<file path="src/sqpg_pkg.sv">
// ---------------------------------------------------------------------------
// sqpg_pkg
// Shared types and constants of the square path reference generator: the
// configuration register map, the register reset values, the phase codes
// and the bundle of configuration values handed to the datapath.
// ---------------------------------------------------------------------------
package sqpg_pkg;

  // Default width of the position outputs (Q16.16 at 32 bits).
  localparam int unsigned PosWidthDef = 32;

  // Configuration port geometry.
  localparam int unsigned CfgIdxW  = 3;
  localparam int unsigned CfgDataW = 32;

  // Binary angle of one quarter turn (65536 per turn).
  localparam logic [15:0] QuarterTurn = 16'd16384;

  // Configuration register map.
  typedef enum logic [CfgIdxW-1:0] {
    REG_ORIGIN_X      = 3'd0,
    REG_ORIGIN_Y      = 3'd1,
    REG_DIR_COS       = 3'd2,
    REG_DIR_SIN       = 3'd3,
    REG_START_HEADING = 3'd4,
    REG_SPEED         = 3'd5,
    REG_SIDE_TICKS    = 3'd6,
    REG_START_TIME    = 3'd7
  } cfg_reg_e;

  // Register reset values.
  localparam logic [31:0] OriginXRst      = 32'd0;
  localparam logic [31:0] OriginYRst      = 32'd0;
  localparam logic [15:0] DirCosRst       = 16'd32767;
  localparam logic [15:0] DirSinRst       = 16'd0;
  localparam logic [15:0] StartHeadingRst = 16'd0;
  localparam logic [30:0] SpeedRst        = 31'd0;
  localparam logic [31:0] SideTicksRst    = 32'd1;
  localparam logic [31:0] StartTimeRst    = 32'd0;

  // Phase codes of a result.
  localparam logic [2:0] PhBefore = 3'd0;
  localparam logic [2:0] PhSide1  = 3'd1;
  localparam logic [2:0] PhSide2  = 3'd2;
  localparam logic [2:0] PhSide3  = 3'd3;
  localparam logic [2:0] PhSide4  = 3'd4;
  localparam logic [2:0] PhDone   = 3'd5;

  // Current configuration as seen by the datapath.
  typedef struct packed {
    logic [31:0] origin_x;
    logic [31:0] origin_y;
    logic [15:0] dir_cos;
    logic [15:0] dir_sin;
    logic [15:0] start_heading;
    logic [30:0] speed;
    logic [31:0] side_ticks;
    logic [31:0] start_time;
  } cfg_t;

endpackage

</file>
<file path="src/sqpg_cfg_regs.sv">
// ---------------------------------------------------------------------------
// sqpg_cfg_regs
// Configuration register file of the square path reference generator.
// Decodes single-cycle writes and presents all registers as one bundle.
// ---------------------------------------------------------------------------
module sqpg_cfg_regs (
  input  logic                           clk_i,
  input  logic                           rst_ni,
  input  logic                           cfg_we_i,
  input  logic [sqpg_pkg::CfgIdxW-1:0]   cfg_idx_i,
  input  logic [sqpg_pkg::CfgDataW-1:0]  cfg_wdata_i,
  output sqpg_pkg::cfg_t                 cfg_o
);
  import sqpg_pkg::*;

  cfg_t cfg_q;

  // Register writes; bits above a register's width are dropped.
  always_ff @(posedge clk_i or negedge rst_ni) begin
    if (!rst_ni) begin
      cfg_q.origin_x      <= OriginXRst;
      cfg_q.origin_y      <= OriginYRst;
      cfg_q.dir_cos       <= DirCosRst;
      cfg_q.dir_sin       <= DirSinRst;
      cfg_q.start_heading <= StartHeadingRst;
      cfg_q.speed         <= SpeedRst;
      cfg_q.side_ticks    <= SideTicksRst;
      cfg_q.start_time    <= StartTimeRst;
    end else if (cfg_we_i) begin
      unique case (cfg_reg_e'(cfg_idx_i))
        REG_ORIGIN_X:      cfg_q.origin_x      <= cfg_wdata_i;
        REG_ORIGIN_Y:      cfg_q.origin_y      <= cfg_wdata_i;
        REG_DIR_COS:       cfg_q.dir_cos       <= cfg_wdata_i[15:0];
        REG_DIR_SIN:       cfg_q.dir_sin       <= cfg_wdata_i[15:0];
        REG_START_HEADING: cfg_q.start_heading <= cfg_wdata_i[15:0];
        REG_SPEED:         cfg_q.speed         <= cfg_wdata_i[30:0];
        REG_SIDE_TICKS:    cfg_q.side_ticks    <= cfg_wdata_i;
        REG_START_TIME:    cfg_q.start_time    <= cfg_wdata_i;
        default: ;
      endcase
    end
  end

  assign cfg_o = cfg_q;

endmodule

</file>
<file path="config.mk">
export PLATFORM = sky130hd
export DESIGN_NAME = sqpg_cfg_regs
export DESIGN_NICKNAME = d
export VERILOG_FILES = /design/src/sqpg_pkg.sv /design/src/sqpg_cfg_regs.sv
export SDC_FILE = /design/constraint.sdc
export NUM_CORES = 1
export LEC_CHECK = 0
export BUFFER_PORTS_ARGS = -buffer_cell sky130_fd_sc_hd__buf_2
export CAP_MARGIN = 30
export CORE_MARGIN = 2
export CORE_UTILIZATION = 51
export CTS_CLUSTER_DIAMETER = 50
export CTS_CLUSTER_SIZE = 14
export DETAILED_ROUTE_END_ITERATION = 8
export PLACE_DENSITY = 0.76
export SKIP_LAST_GASP = 1
export SLEW_MARGIN = 40
export SYNTH_ARGS = -nofsm -noshare
export SYNTH_HDL_FRONTEND = slang
export SYNTH_SLANG_ARGS = --single-unit
</file>
<file path="constraint.sdc">
create_clock -name clk_i -period 0.8 [get_ports clk_i]
set_input_delay 0.2 -clock clk_i [delete_from_list [all_inputs] [get_ports clk_i]]
set_output_delay 0.2 -clock clk_i [all_outputs]
set_load 0.02 [all_outputs]
</file>
==> After elaboration in Yosys (flattened, before gate mapping) <==
Cells that the tools add are included.
{ "op_classes": {"reduce_logical": 9, "n_eq_ne": 7} }
{ "op_table": {"columns": ["cell", "count"], "rows": [
  ["2-bit AND reduction", 8],
  ["3-bit equality test (second input constant)", 4],
  ["3-bit by 2-bit equality test with 1-bit output (second input constant)", 2],
  ["3-bit by 1-bit equality test with 1-bit output (second input constant)", 1],
  ["3-bit zero test", 1]
]} }
{ "word_totals": {"ff_bits": 207, "in_bits": 38, "word_cells": 24} }

==> Logic depth before layout (Yosys ltp) <==
{ "depth": {"depth_word": 2, "depth_mapped": 5, "mapped_depth_nobuf": 2} }

==> Least setup slack after synthesis <==
OpenSTA, ideal clock, no wires.
{ "synth_path": {"path_type": "in2reg", "from": "input cfg_idx_i[0] (netlist bit)", "to": "register cfg_q (netlist bit cfg_o[176])", "n_path_buf": 2, "arrival_time_ps": 1274, "path_slack_ps": -599, "stages": 4, "setup_ps": 125, "cell_sequence": "buf_4 > nor4b_4 > buf_6 > mux2_2"} }
{ "synth_via": {"elab_chain_cells": 2} }
{ "synth_rtl": {"columns": ["element", "line_no", "source"], "rows": [
  ["from (decl)", "sqpg_cfg_regs.sv:10", "input logic [sqpg_pkg::CfgIdxW-1:0] cfg_idx_i,"],
  ["3-bit zero test", "sqpg_cfg_regs.sv:30", "unique case (cfg_reg_e'(cfg_idx_i))"],
  ["2-bit AND reduction (no source line)", null, null],
  ["to (decl)", "sqpg_cfg_regs.sv:16", "cfg_t cfg_q;"]
]} }
No other way between the ends.
A chain may end at the register's enable or synchronous reset.

==> Worst setup path in the final report <==
{ "layout_path": {"from": "register cfg_q (netlist bit cfg_o[32])", "to": "output cfg_o[32] (netlist bit)"} }
{ "layout_lines": {"columns": ["element", "line_no", "source"], "rows": [
  ["to (decl)", "sqpg_cfg_regs.sv:12", "output sqpg_pkg::cfg_t cfg_o"]
]} }
No word-level cell between the ends.

==> impl_metrics.yaml <==
outcome:
  status: "finished with violations"
  failed_checks: "negative setup slack"
floorplanning:
  die_h_um: 127.9
  row_count: 45
  core_um2: 15090
  io_pins: 245
  initial_utilization: 0.5187
  die_x_um: 127.9
  die_area_um2: 16350
final_layout:
  multi_input_area_um2: 3083
  largest_reg_flops: 207
  seq_area_um2: 5200
  final_cell_mix: "buf_6 (282), dfrtp_1 (191), mux2_4 (166), buf_4 (63), mux2_2 (41)"
  area_growth_pct: 76.69
  fin_cells: 1068
  fillers: 460
  fin_nets: 905
  mostFrequentLayoutCell: "buf_6"
  num_antenna_cells: 0
  final_layout_size_suffix_gt1_frac: 0.7602
  final_util: 0.9164
sta:
  rsz0062_at_grt: "true"
  finClkSkew_ns: 0
  setup_viol: 406
  final-hold-violation-count: 0
  timing.final.crit_share: 1.719
  drv_slew: 0
  holdWs_ns: 0.009667
  worst_slew_pin_slew_ns: 0.3131
  fmax_ghz: 0.7270
  fin_ws_ns: -0.5755
  timing.slew.headroom: 0.7913
  post-route-min-period_ns: 1.376
global_routing:
  grt_overflow: 0
  grt_max_degree: 58
  grt.total_usage: 0.3290
  grt_pass1_wl_um: 39880
  antenna_found_initial: 0
  grt_pass1_vias: 6383
clock_network:
  clk_pin_slew_ns: 0.07
  htree_levels: 1
  numCtsBuffers: 19
  clk_path_buf_depth: 3
  clock_sinks: 207
  root_buffer: "clkbuf_16"
  tritoncts: "done"
  insertion_delay_ns: 0.50
critical_path:
  critPathMaxStageDelay_ns: 0.56
  cp_top_family: "flip-flops"
  required_ns: 0.60
  r2r_end: "cfg_o[153]"
  critPathLaunchType: "register"
  crit_buf_inv: 1
  worstPathArrival_ns: 1.18
  end_kind: "output port"
  reg2reg_slack_ns: -0.27
  cp_max_fo: 2
  r2r-start: "cfg_o[153]"
  crit_chain: "buf_6"
  cp_slowest_cell: "dfstp_2"
  r2r_cells: 3
  path_class: "reg -> out"
pwr:
  leakage_uw: 0.006871
  power_uw: 39740
  ir_worst_vdd_v: 0.002130
  p_per_area_nw_per_um2: 2874
logic_synthesis:
  yosysWarnings: 0
  seq_area_frac_synth: 0.6644
  synthCells: 447
  synth_area_per_cell_um2: 17.51
  netlist_area_um2: 7826
  syn_nets: 485
  synth-seq-cells: 207
  synth.distinct_cells: 13
route:
  via_per_inst: 5.563
  vias: 5941
  drtPass1Iterations: 4
  drt_iter0_markers: 389
  drtAntennaViolNets: 0
  totalWireLength_um: 31080
  wl_per_cell_um: 29.10
  drc: 0
worst_hold_path:
  hold_start: "cfg_wdata_i[29]"
  min_path_type: "in -> reg"
  min_to: "cfg_o[172]"
  min_path_cells: 2
placement:
  dp_cells: 887
  portBuffers: 244
  place_ws_ns: -0.7086
  dp_hpwl_um: 13600
  gp_congestion: 0.8316
run:
  max-cap-violations: 0
power breakdown:
part	switching (uW)	internal, uW	total (uW)
logic	6480	9170	15700
clock network	4080	4810	8890
registers	2270	12900	15200
total	12800	26900	39700
per-layer routing:
| metal | wire (um) | GRT usage |
|---|---|---|
| met2 | 16330 | 0.5813 |
| met3 | 2055 | 0.07220 |
| met1 | 11370 | 0.3933 |
| met4 | 1322 | 0.1312 |
| met5 | 0 | 0 |
synthesized netlist by cell type:
cell type	n	share of area
nand4b_1	2	0.0022
dfstp_2	16	0.054
buf_2	11	0.0070
buf_6	10	0.014
dfrtp_1	191	0.61
mux2_1	13	0.019
nor4b_4	1	0.0030
nand4_1	1	0.00080
nor4bb_1	1	0.0013
and4bb_2	2	0.0032
nand4b_2	1	0.0019
buf_4	4	0.0038
mux2_2	194	0.28
worst max path at each step:
stage / startpoint / end / slack [ns] / cells after the start
after detailed placement: cfg_idx_i[1] / cfg_o[152] / -0.71 / 4
after floorplan: cfg_idx_i[2] / cfg_o[175] / -0.57 / 4
after global placement: cfg_idx_i[2] / cfg_o[198] / -0.67 / 4
after CTS: cfg_o[130] / cfg_o[130] / -0.56 / 1
after global routing: cfg_o[32] / cfg_o[32] / -0.60 / 1
final: cfg_o[32] / cfg_o[32] / -0.58 / 1
layout make-up:
cell class / count / share of cell area
flip-flops and latches: 207 / 0.3760
repair buffers: 424 / 0.3427
multi-input cells: 215 / 0.2229
clock buffers: 30 / 0.03737
well taps: 188 / 0.01701
clock inverters: 4 / 0.003981
cells by family after synthesis:
family | after synthesis | share of synthesized area
AND/OR/NAND/NOR | 8 | 0.01247
flip-flops | 207 | 0.6644
multiplexers | 207 | 0.2978
buffers and inverters | 25 | 0.02526
what timing repair did:
action                                 4_1_cts  5_1_grt
setup endpoints to repair                  399      411
pin swaps                                    7        6
endpoints found under the hold margin      196        0
hold buffers                                 6        0
buffers inserted                            79       81
gates resized for setup                    522      137
cloned                                      16        6
stage by stage:
step	setup TNS [ns]	cell area, um^2
final	-116.73	13830
after global routing	-122.50	13830
after CTS	-108.21	13010
after detailed placement	-129.69	9728
after global placement	-122.55	9728
after floorplan	-89.34	8185
Power figures use the tool's default switching activity.
